[src/rtl/udec_pkg.sv]
// ---------------------------------------------------------------------------
// udec_pkg: shared types and helpers for the percent decoder
// Character codes, the hex digit lookup and the result word carried
// between the decode stage and the output register.
// ---------------------------------------------------------------------------
package udec_pkg;

    localparam logic [7:0] CHAR_PLUS    = 8'h2B;
    localparam logic [7:0] CHAR_PERCENT = 8'h25;
    localparam logic [7:0] CHAR_SPACE   = 8'h20;

    // Hex digit lookup: ok flag and nibble value
    typedef struct packed {
        logic       ok;
        logic [3:0] value;
    } t_hex;

    // One result word
    typedef struct packed {
        logic       byte_valid;
        logic [7:0] out_byte;
        logic       end_of_message;
    } t_result;

    // Anything outside 0-9, A-F, a-f (including bytes 128 and above) is not hex
    function automatic t_hex hex_lookup(input logic [7:0] c);
        t_hex h;
        h = '{ok: 1'b0, value: 4'h0};
        case (c) inside
            [8'h30:8'h39]: h = '{ok: 1'b1, value: c[3:0]};
            [8'h41:8'h46],
            [8'h61:8'h66]: h = '{ok: 1'b1, value: 4'(c[2:0] + 3'd1) + 4'd8};
            default:       h = '{ok: 1'b0, value: 4'h0};
        endcase
        return h;
    endfunction

endpackage

[src/rtl/url_percent_decoder_top.sv]
// ---------------------------------------------------------------------------
// url_percent_decoder_top: form-urlencoded byte stream decoder
// Input register, decode stage and output register, one word per cycle unless the receiver stalls.
// ---------------------------------------------------------------------------
// Usage:
//   Input channel (i_in_valid / o_in_ready) carries one raw byte and a
//   last-byte flag per word. Output channel (o_out_valid / i_out_ready)
//   carries one result word per input word: a valid flag, the decoded
//   byte (zero when not valid) and an end-of-message flag.
//   A plus gives a space, a percent sign swallows the next two bytes and
//   gives one byte when both are hex digits, anything else passes through.
//   Path: a word accepted from the input channel passes through the input
//   register, then the output register, before it appears on the output.
//   Throughput: one word per cycle unless the receiver stalls, set by the
//   escape phase update between the two registers.
//   Reset (synchronous, active low) empties both registers and returns the
//   escape phase to normal.
//   When the receiver stalls, the output word holds and the input register
//   still fills; o_in_ready drops only once both registers hold a word.
// ---------------------------------------------------------------------------
module url_percent_decoder_top (
    input  logic       i_clk,
    input  logic       i_rst_n,
    input  logic       i_in_valid,
    output logic       o_in_ready,
    input  logic [7:0] i_in_byte,
    input  logic       i_last_byte,
    output logic       o_out_valid,
    input  logic       i_out_ready,
    output logic       o_byte_valid,
    output logic [7:0] o_out_byte,
    output logic       o_end_of_message
);

    logic              r_s1_valid;
    logic [7:0]        r_s1_byte;
    logic              r_s1_last;
    logic              r_out_valid;
    udec_pkg::t_result r_out;
    udec_pkg::t_result dec_result;
    logic              dec_idle;
    logic              s1_advance;
    logic              in_accept;

    assign s1_advance = r_s1_valid && (!r_out_valid || i_out_ready);
    assign o_in_ready = !r_s1_valid || s1_advance;
    assign in_accept  = i_in_valid && o_in_ready;

    always_ff @(posedge i_clk) begin
        if (!i_rst_n) begin
            r_s1_valid <= 1'b0;
        end else if (o_in_ready) begin
            r_s1_valid <= i_in_valid;
        end
    end

    always_ff @(posedge i_clk) begin
        if (in_accept) begin
            r_s1_byte <= i_in_byte;
            r_s1_last <= i_last_byte;
        end
    end

    udec_decode u_decode (
        .i_clk     (i_clk),
        .i_rst_n   (i_rst_n),
        .i_advance (s1_advance),
        .i_byte    (r_s1_byte),
        .i_last    (r_s1_last),
        .o_result  (dec_result),
        .o_idle    (dec_idle)
    );

    always_ff @(posedge i_clk) begin
        if (!i_rst_n) begin
            r_out_valid <= 1'b0;
        end else if (!r_out_valid || i_out_ready) begin
            r_out_valid <= r_s1_valid;
        end
    end

    always_ff @(posedge i_clk) begin
        if (s1_advance) begin
            r_out <= dec_result;
        end
    end

    assign o_out_valid      = r_out_valid;
    assign o_byte_valid     = r_out.byte_valid;
    assign o_out_byte       = r_out.out_byte;
    assign o_end_of_message = r_out.end_of_message;

    // A word that advances always lands in the output register
    a_advance_lands: assert property (@(posedge i_clk) disable iff (!i_rst_n)
        s1_advance |=> o_out_valid)
        else $error("decoded word lost on advance");

    // Full input register that cannot move blocks new words
    a_full_blocks: assert property (@(posedge i_clk) disable iff (!i_rst_n)
        (r_s1_valid && !s1_advance) |-> !o_in_ready)
        else $error("input accepted over a held word");

    // Decoded byte is zero when not valid
    a_zero_when_invalid: assert property (@(posedge i_clk) disable iff (!i_rst_n)
        (o_out_valid && !o_byte_valid) |-> (o_out_byte == 8'h00))
        else $error("out byte not cleared on empty result");

    // The end of a message leaves no escape pending
    a_last_clears: assert property (@(posedge i_clk) disable iff (!i_rst_n)
        (s1_advance && r_s1_last) |=> dec_idle)
        else $error("escape state survived end of message");

endmodule

[src/rtl/udec_decode.sv]
// ---------------------------------------------------------------------------
// udec_decode: escape phase tracking and byte decode
// Works out the result word for the byte held in the input register and
// moves the escape phase on when that word advances.
// ---------------------------------------------------------------------------
module udec_decode (
    input  logic                 i_clk,
    input  logic                 i_rst_n,
    input  logic                 i_advance,
    input  logic [7:0]           i_byte,
    input  logic                 i_last,
    output udec_pkg::t_result    o_result,
    output logic                 o_idle
);

    typedef enum logic [1:0] {
        PH_NORMAL = 2'd0,
        PH_FIRST  = 2'd1,
        PH_SECOND = 2'd2
    } t_phase;

    t_phase          r_phase, n_phase;
    logic [3:0]      r_high, n_high;
    logic            r_high_ok, n_high_ok;
    udec_pkg::t_hex  hex;

    always_comb begin
        hex       = udec_pkg::hex_lookup(i_byte);
        n_phase   = PH_NORMAL;
        n_high    = r_high;
        n_high_ok = r_high_ok;
        o_result  = '{byte_valid: 1'b0, out_byte: 8'h00, end_of_message: i_last};
        case (r_phase)
            PH_FIRST: begin
                n_high    = hex.value;
                n_high_ok = hex.ok;
                n_phase   = PH_SECOND;
            end
            PH_SECOND: begin
                if (r_high_ok && hex.ok) begin
                    o_result.byte_valid = 1'b1;
                    o_result.out_byte   = {r_high, hex.value};
                end
                n_high    = 4'h0;
                n_high_ok = 1'b0;
            end
            default: begin
                // normal phase, and the unused code falls back to it
                if (i_byte == udec_pkg::CHAR_PLUS) begin
                    o_result.byte_valid = 1'b1;
                    o_result.out_byte   = udec_pkg::CHAR_SPACE;
                end else if (i_byte == udec_pkg::CHAR_PERCENT) begin
                    n_phase = PH_FIRST;
                end else begin
                    o_result.byte_valid = 1'b1;
                    o_result.out_byte   = i_byte;
                end
            end
        endcase
        // drop any pending escape at the end of a message
        if (i_last) begin
            n_phase   = PH_NORMAL;
            n_high    = 4'h0;
            n_high_ok = 1'b0;
        end
    end

    always_ff @(posedge i_clk) begin
        if (!i_rst_n) begin
            r_phase   <= PH_NORMAL;
            r_high    <= 4'h0;
            r_high_ok <= 1'b0;
        end else if (i_advance) begin
            r_phase   <= n_phase;
            r_high    <= n_high;
            r_high_ok <= n_high_ok;
        end
    end

    assign o_idle = (r_phase == PH_NORMAL) && !r_high_ok && (r_high == 4'h0);

endmodule

[config.mk]
export PLATFORM = sky130hd
export DESIGN_NAME = url_percent_decoder_top
export DESIGN_NICKNAME = d
export VERILOG_FILES = /design/src/rtl/udec_pkg.sv /design/src/rtl/url_percent_decoder_top.sv /design/src/rtl/udec_decode.sv
export SDC_FILE = /design/constraint.sdc
export NUM_CORES = 1
export LEC_CHECK = 0
export ABC_AREA = 0
export CAP_MARGIN = 20
export CORE_MARGIN = 10
export CORE_UTILIZATION = 55
export CTS_BUF_LIST = sky130_fd_sc_hd__clkbuf_4 sky130_fd_sc_hd__clkbuf_8
export DETAILED_ROUTE_END_ITERATION = 6
export DONT_BUFFER_PORTS = 1
export PLACE_DENSITY = 0.81
export SYNTH_ARGS = -nofsm -noshare
export SYNTH_HDL_FRONTEND = slang
export SYNTH_SLANG_ARGS = --single-unit
[constraint.sdc]
create_clock -name i_clk -period 2.3 [get_ports i_clk]
set_clock_uncertainty 0.05 [all_clocks]
set_input_delay 0.115 -clock i_clk [delete_from_list [all_inputs] [get_ports i_clk]]
set_output_delay 0.115 -clock i_clk [all_outputs]
set_load 0.01 [all_outputs]
== Word-level counts from Yosys, hierarchy flattened ==
Index checks and enable logic that the tools add are counted.
Cells by class
  $lt $le $gt $ge: 6
  multiplexer cells: 14
  add/sub/neg operators: 2
  eq/ne operators: 4
  reduce and logical (&&, ||, !) cells: 13
Operators by type and width (count)
  9-bit two-way mux: 3
  9-bit case mux with 2 select lines: 1
  8-bit by 6-bit == test with 1-bit output (second input constant): 2
  8-bit by 7-bit >= comparator with 1-bit output (second input constant): 2
  8-bit by 7-bit less-or-equal comparator with 1-bit output (second input constant): 2
  5-bit two-way mux: 2
  8-bit by 6-bit >= comparator with 1-bit output (second input constant): 1
  8-bit by 6-bit less-or-equal comparator with 1-bit output (second input constant): 1
  4-bit case mux with 2 select lines: 1
  1-bit logical AND: 6
  3-bit by 1-bit adder with 4-bit output (second input constant): 1
  4-bit adder (second input constant): 1
  2-bit two-way mux: 2
  4-bit two-way mux: 1
  2-bit case mux with 2 select lines: 1
  3-bit nonzero test: 1
  2-bit by 1-bit == test with 1-bit output (second input constant): 1
  2-bit == test (second input constant): 1
  1-bit logical NOT: 2
  1-bit logical OR: 2
  1-bit two-way mux: 2
  1-bit case mux with 2 select lines: 1
  2-bit AND reduction: 1
  2-bit OR reduction: 1
Word-level totals
  flip-flop bits (word level): 28
  input bits: 13
  output and inout port bits: 12
  logic and storage cells: 49

== Longest topological paths before layout ==
Gate-level depths: netlist of run 1.
  depth after elaboration: 8
  depth in mapped cells: 6
  mapped depth without buffers: 6

== By module ==
From an unflattened synthesis of run 1, not the netlist that was laid out.
Second synthesis, totals
  cell total of the unflattened synthesis: 112
  area total of the unflattened synthesis: 1347.5 µm²
By module, submodules not included
  url_percent_decoder_top: area an instance 674.4 µm², seq. area each 610.6 µm², instances 1, cells each 28
  udec_decode: area an instance 673.1 µm², seq. area each 140.1 µm², instances 1, cells each 84

== Worst setup path after synthesis of run 1 ==
Ideal clock, no wire load.
  path kind: register to register
  from: register r_s1_byte[0]
  to: register r_out (netlist bit o_out_byte[5]) (data pin)
  buffers on the path: 0
  setup time: 257 ps
  setup slack: 437 ps
  period minus slack after synthesis: 1863 ps
  cell stages (with the launch flop): 7
  data arrival time: 1556 ps
  cell sequence: edfxtp_1 inv_1 ha_1 inv_1 o311a_2 o21ba_2 a32o_1
RTL lines
  start: declaration: RTL line url_percent_decoder_top.sv:36  | logic [7:0] r_s1_byte;
  start signal: assignment: RTL line url_percent_decoder_top.sv:59  | r_s1_byte <= i_in_byte;
  end signal: assignment: RTL line url_percent_decoder_top.sv:84  | r_out <= dec_result;
  end: declaration: RTL line url_percent_decoder_top.sv:39  | udec_pkg::t_result r_out;

== Worst setup path after layout of run 1 ==
  from: register r_out_valid (netlist: o_out_valid)
  to: register r_s1_valid
Between the ends
  cells in the longest elaborated chain, start to end: 4
RTL lines
  start: declaration: RTL line url_percent_decoder_top.sv:38  | logic r_out_valid;
  start signal: assignment: RTL line url_percent_decoder_top.sv:78  | r_out_valid <= r_s1_valid;
  1-bit logical NOT: RTL line url_percent_decoder_top.sv:45  | assign s1_advance = r_s1_valid && (!r_out_valid || i_out_ready);
  1-bit logical OR: RTL line url_percent_decoder_top.sv:45
  1-bit logical AND: RTL line url_percent_decoder_top.sv:45
  1-bit logical OR: RTL line url_percent_decoder_top.sv:46  | assign o_in_ready = !r_s1_valid || s1_advance;
  end signal: assignment: RTL line url_percent_decoder_top.sv:53  | r_s1_valid <= i_in_valid;
  end: declaration: RTL line url_percent_decoder_top.sv:35  | logic r_s1_valid;
Every way passes these cells.
A chain may end at the register's enable or synchronous reset.

==> impl_metrics.toml, run 1 <==
[status]
outcome = "finished clean"

[synthesis]
synthAdderAreaFrac_pct = 5.655
syn_area_mm2 = 0.001328
yosysTopAreaCellShare_pct = 42.98
synth_top_family_by_area = "simple AND/OR/NAND/NOR gates"
synth_compound_area_share_pct = 16.68
yosysWarnings = 0
ys_ff_latch = 28
syn-num-nets = 133
synth_xor_area_share_pct = 0.6598
synth_edf_count = 19
synth_common_cells = "edfxtp_1 (19), nand2_1 (10), dfxtp_1 (9), inv_1 (7)"
yosysMostFrequentCell = "edfxtp_1"
synth_cell_types = 38
synthSimpleGateAreaFrac_pct = 18.19
yosys_most_used_dff = "edfxtp_1"
synthesis.instances = 114
synthMuxAreaShare_pct = 0
ys_async_sr_fraction_pct = 0
ys_seq_area_share_pct = 56.55
yosysTopAreaCell = "edfxtp_1"
synth_area_leaders = "edfxtp_1 (43%), dfxtp_1 (14%), ha_1 (5.7%), nand2_1 (2.8%), nor2b_1 (2.4%)"
syn_area_per_cell_um2 = 11.64

[placed_design]
gp_congestion = 0.8192
numPortBuffers = 0
dp_hpwl_um = 1896

[global_routing]
grt_max_degree = 16
grt.total_usage_pct = 11.43
antenna_found_initial = 0
grt_pass1_vias = 968
grt_pass1_wl_um = 4698
grt_overflow = 0

[floorplan]
num_rows = 17
die_y_um = 69.13
initial_utilization_pct = 58.88
die-area_mm2 = 0.004779
die_w_um = 69.13
coreArea_mm2 = 0.002255
ios = 25

[pwr]
combPwrFrac_pct = 7.8
power.density_mw_per_mm2 = 579.8
pwr-share-seq_pct = 65.5
p_sw_uw = 198.0
internal-power_uw = 692.1
p_clk_share_pct = 26.7
vdd_drop_max_mv = 0.4537
p_leak_nw = 0.5361
power.share.switching_pct = 22.24
finalPower_uw = 890.1

[timing]
slew_headroom_pct = 55.90
hold_violations = 0
period_share_pct = 90.97
setup_tns_ns = 0
grt_setup_unrepaired = "false"
fmax_mhz = 477.9
slew_viol_final = 0
worst_pin_slew_ns = 0.6512
finalSetupViolCount = 0
holdWs_ns = 0.1300
period_needed_ns = 2.092

[setup_path]
r2r-end = "r_s1_valid$_SDFFE_PN0N_"
start_kind = "flop"
timing.reg2reg.setup_slack_ns = 0.21
required_ns = 2.53
path_class = "flop to flop"
rr_worst_depth = 5
r2r_start = "o_out_valid$_SDFFE_PN0P_"
cp_data_arrival_time_ns = 2.32
worstSetupStartpoint = "o_out_valid$_SDFFE_PN0P_"
end_kind = "flop"
cp_max_fo = 3

[flow_run]
drv_cap = 0

[hold_path]
holdPathEnd = "u_decode.r_phase[1]$_SDFFE_PN0P_"
hold_path_depth = 3
hp-class = "input port to flop"
hp-start = "i_out_ready"

[clock_network]
htreeDepth = 1
cts_tree = "done"
insertion_delay_ns = 0.32
clk_path_buf_depth = 2
numClockSinks = 28
cts-buffers-inserted = 3
ctsHoldBuffers = 14
cts-root-buf = "clkbuf_4"
clk_pin_slew_ns = 0.14
post_cts_resized = 0
post_cts_buffers = 0

[route]
viasPerCell = 6.050
via_count = 962
antenna_left = 0
routed_wirelength_um = 2726
wire_per_inst_um = 17.14
drtIter0Drc = 36
drt_first_pass_iters = 6
drc = 0

[finish]
drive_above_1_share_pct = 6.870
fin_nets = 151
synthToLayoutAreaGrowth_pct = 15.65
antenna_cells = 0
## metal layers
metal / GRT usage, % / share of wire [%] / up-vias / wire length [um]
li1: - / - / 468 / -
met5: 0 / 0 / - / 0
met2: 18.45 / 46 / 41 / 1264
met4: 3.991 / 1.2 / 0 / 33
met3: 3.138 / 8.5 / 5 / 233
met1: 14.11 / 44 / 448 / 1195
## sequential cells by signal, summed over array words and instances, names as in the netlist
name                cells
o_out_byte              8
r_s1_byte               8
u_decode.r_high         4
u_decode.r_phase        2
o_byte_valid            1
o_end_of_message        1
o_out_valid             1
r_s1_last               1
r_s1_valid              1
u_decode.r_high_ok      1
## power groups by stage
stage / logic (mW) / registers [mW] / clock network, mW
after floorplan: 0.0392 / 0.587 / 0
after global placement: 0.0466 / 0.593 / 0
after detailed placement: 0.0481 / 0.595 / 0
after CTS: 0.0676 / 0.583 / 0.241
after global routing: 0.0775 / 0.586 / 0.264
final: 0.0691 / 0.583 / 0.238
## critical path, stage by stage (launching register included)
cell           delay, ns
dfxtp_1             0.43
nor2b_1             0.25
a21oi_1             0.11
dlygate4sd3_1       0.58
nor2_1              0.09
dlygate4sd3_1       0.55
## per-stage QoR
step	utilization [%]	setup slack (ns)	cells	area (um2)
floorplan	-	0.4374	114	1328
global placement	60.27	0.3916	141	1359
detailed placement	60.27	0.3389	141	1359
CTS	68.09	0.2623	159	1535
global route	68.09	0.06941	159	1535
finish	68.09	0.2076	159	1535
## cell usage in the layout (no fill, tap or decap), types with 2 or more instances in the layout
cell type,netlist,routed
edfxtp_1,19,19
nand2_1,10,10
o22ai_1,2,2
o31ai_1,2,2
a22oi_1,2,2
o21ai_0,5,5
nand4b_1,2,2
nand3_1,6,6
a21oi_1,5,5
nor2_1,5,5
inv_1,7,7
a22o_1,3,3
dlygate4sd3_1,0,14
o21ai_1,3,3
clkbuf_4,0,3
ha_1,6,6
nor2b_1,5,5
dfxtp_1,9,9
and4bb_1,2,2
## worst max path at each step
stage | endpoint | slack [ns] | cells past startpoint
floorplan | o_out_byte[5]$_DFFE_PP_ | 0.44 | 6
global placement | o_out_byte[5]$_DFFE_PP_ | 0.39 | 6
detailed placement | o_out_byte[5]$_DFFE_PP_ | 0.34 | 6
CTS | r_s1_valid$_SDFFE_PN0N_ | 0.26 | 5
global route | r_s1_valid$_SDFFE_PN0N_ | 0.07 | 5
finish | r_s1_valid$_SDFFE_PN0N_ | 0.21 | 5
## area by class of cell
class	instances	area, um2
timing repair buffer	14	140.1
inverter	7	26.28
clock buffer	4	36.28
fill	171	719.4
multi-input combinational	78	546.8
sequential	28	750.7
tap	28	35.03
## cell families (layout without fill, tap and decap cells)
family,count (synthesis),count (layout)
flip-flops,28,28
AO/OA/AOI/OAI,32,32
buffers and inverters,8,25
adder cells (fa/ha/maj),6,6
AND/OR/NAND/NOR,39,39
XOR/XNOR,1,1
No activity file was read; power rests on OpenSTA's default activity.
==> inputs of run 2 (changes only) <==
Settings changed: SYNTH_HIERARCHICAL from default to 1.
==> impl_metrics.toml, run 2 <==
[clock_network]
htreeDepth = 1
insertion_delay_ns = 0.32
cts-root-buf = "clkbuf_4"
clk_pin_slew_ns = 0.14
cts-buffers-inserted = 3
cts_tree = "done"
clk_path_buf_depth = 2
numClockSinks = 28

[finish]
fin_nets = 149
synthToLayoutAreaGrowth_pct = 15.96
drive_above_1_share_pct = 11.72
antenna_cells = 0
final_common_cell = "edfxtp_1"
filler_cell_count = 170
finalNonFillerCells = 156
final_cell_mix = "edfxtp_1 (19), dlygate4sd3_1 (13), dfxtp_1 (9), inv_1 (8), ha_1 (7)"

[timing]
setup_tns_ns = 0
fmax_mhz = 477.5
slew_headroom_pct = 61.66
period_needed_ns = 2.094
finalSetupViolCount = 0
hold_violations = 0
period_share_pct = 91.06
slew_viol_final = 0
worst_pin_slew_ns = 0.5702

[pwr]
p_leak_nw = 0.5871
vdd_drop_max_mv = 0.5379
power.density_mw_per_mm2 = 572.1
finalPower_uw = 884.0

[global_routing]
grt_max_degree = 16
grt_overflow = 0
grt.total_usage_pct = 10.72
grt_pass1_wl_um = 4443
antenna_found_initial = 0
grt_pass1_vias = 965

[synthesis]
syn-num-nets = 130
syn_area_per_cell_um2 = 12.11
syn_area_mm2 = 0.001333
yosysWarnings = 6
synthesis.instances = 110

[placed_design]
numPortBuffers = 0
dp_hpwl_um = 1917
place_inst = 139
gp_congestion = 0.8006

[setup_path]
required_ns = 2.48
start_kind = "flop"
cpPeakStageDelay_ns = 0.46
cpMostUsedCell = "o21ai_0"
slowest_stage = "edfxtp_1"
end_kind = "flop"
cp_data_arrival_time_ns = 2.28
path_class = "flop to flop"
crit_path_cell_trace = "inv_1, ha_1, o21bai_1, a21oi_2, o21ai_0, o21ai_0, and2_1"
rr_worst_depth = 7
cp_max_fo = 6

[route]
viasPerCell = 5.942
drc = 0
drtIter0Drc = 85
drt_first_pass_iters = 4
antenna_left = 0
wire_per_inst_um = 16.71
via_count = 927
routed_wirelength_um = 2607

[floorplan]
ios = 25
num_rows = 17
die_y_um = 69.22
die-area_mm2 = 0.004791
die_w_um = 69.22
initial_utilization_pct = 59.10
coreArea_mm2 = 0.002255

[flow_run]
drv_cap = 0

[hold_path]
hold_path_depth = 3
hp-class = "input port to flop"

[status]
outcome = "finished clean"
==> run 2: worst paths after layout <==
kind,start,endpoint,slack (ns)
min,i_out_ready,r_s1_last$_DFFE_PP_,0.21
max reg2reg,r_s1_byte[0]$_DFFE_PP_,u_decode/r_high[3]$_SDFFE_PN0P_,0.21
min reg2reg,u_decode/r_high_ok$_SDFFE_PN0P_,u_decode/r_high_ok$_SDFFE_PN0P_,0.43
max,r_s1_byte[0]$_DFFE_PP_,u_decode/r_high[3]$_SDFFE_PN0P_,0.21
==> run 2: what timing repair did <==
item / CTS / global route
setup endpoints to repair: 0 / 7
setup buffers: 0 / 0
endpoints found under the hold margin: 18 / 0
resized for setup: 0 / 1
hold buffers: 13 / 0
==> run 2: final cells by class <==
class	instances	area (um2)	share of cell area, %
well taps	28	35.03	2.267
inverters	8	30.03	1.943
multi-input cells	73	548.0	35.47
flip-flops and latches	28	750.7	48.58
repair buffers	15	145.1	9.393
clock buffers	4	36.28	2.348
==> run 2: worst max-delay path: cells and delay by family (launching register included) <==
family | cells | cell delay, ns
AO/OA/AOI/OAI | 4 | 0.95
adder cells (fa/ha/maj) | 1 | 0.25
buffers and inverters | 1 | 0.12
flip-flops | 1 | 0.46
AND/OR/NAND/NOR | 1 | 0.17
==> run 2: metrics by stage <==
| step | hold slack (ns) | setup slack (ns) | utilization, % | area [um2] |
|---|---|---|---|---|
| 6_report | 0.2086 | 0.2056 | 68.54 | 1545 |
| 4_1_cts | 0.1973 | 0.1516 | 68.37 | 1541 |
| 2_1_floorplan | 0.1639 | 0.3042 | - | 1333 |
| 5_1_grt | 0.2295 | -0.008544 | 68.54 | 1545 |
| 3_3_place_gp | 0.1640 | 0.3219 | 60.99 | 1375 |
| 3_5_place_dp | 0.1640 | 0.2008 | 60.99 | 1375 |
==> run 2: layer usage <==
| layer | GRT usage, % | wire, um |
|---|---|---|
| met1 | 11.43 | 1069 |
| met2 | 18.95 | 1342 |
| met3 | 3.994 | 164 |
| met4 | 3.326 | 31 |
| met5 | 0 | 0 |
==> run 2: where the power goes <==
part,switching [mW],internal (mW),leakage [nW]
logic,0.0324,0.0384,0.314
registers,0.0216,0.560,0.252
clock network,0.135,0.0968,0.0210
total,0.189,0.695,0.587
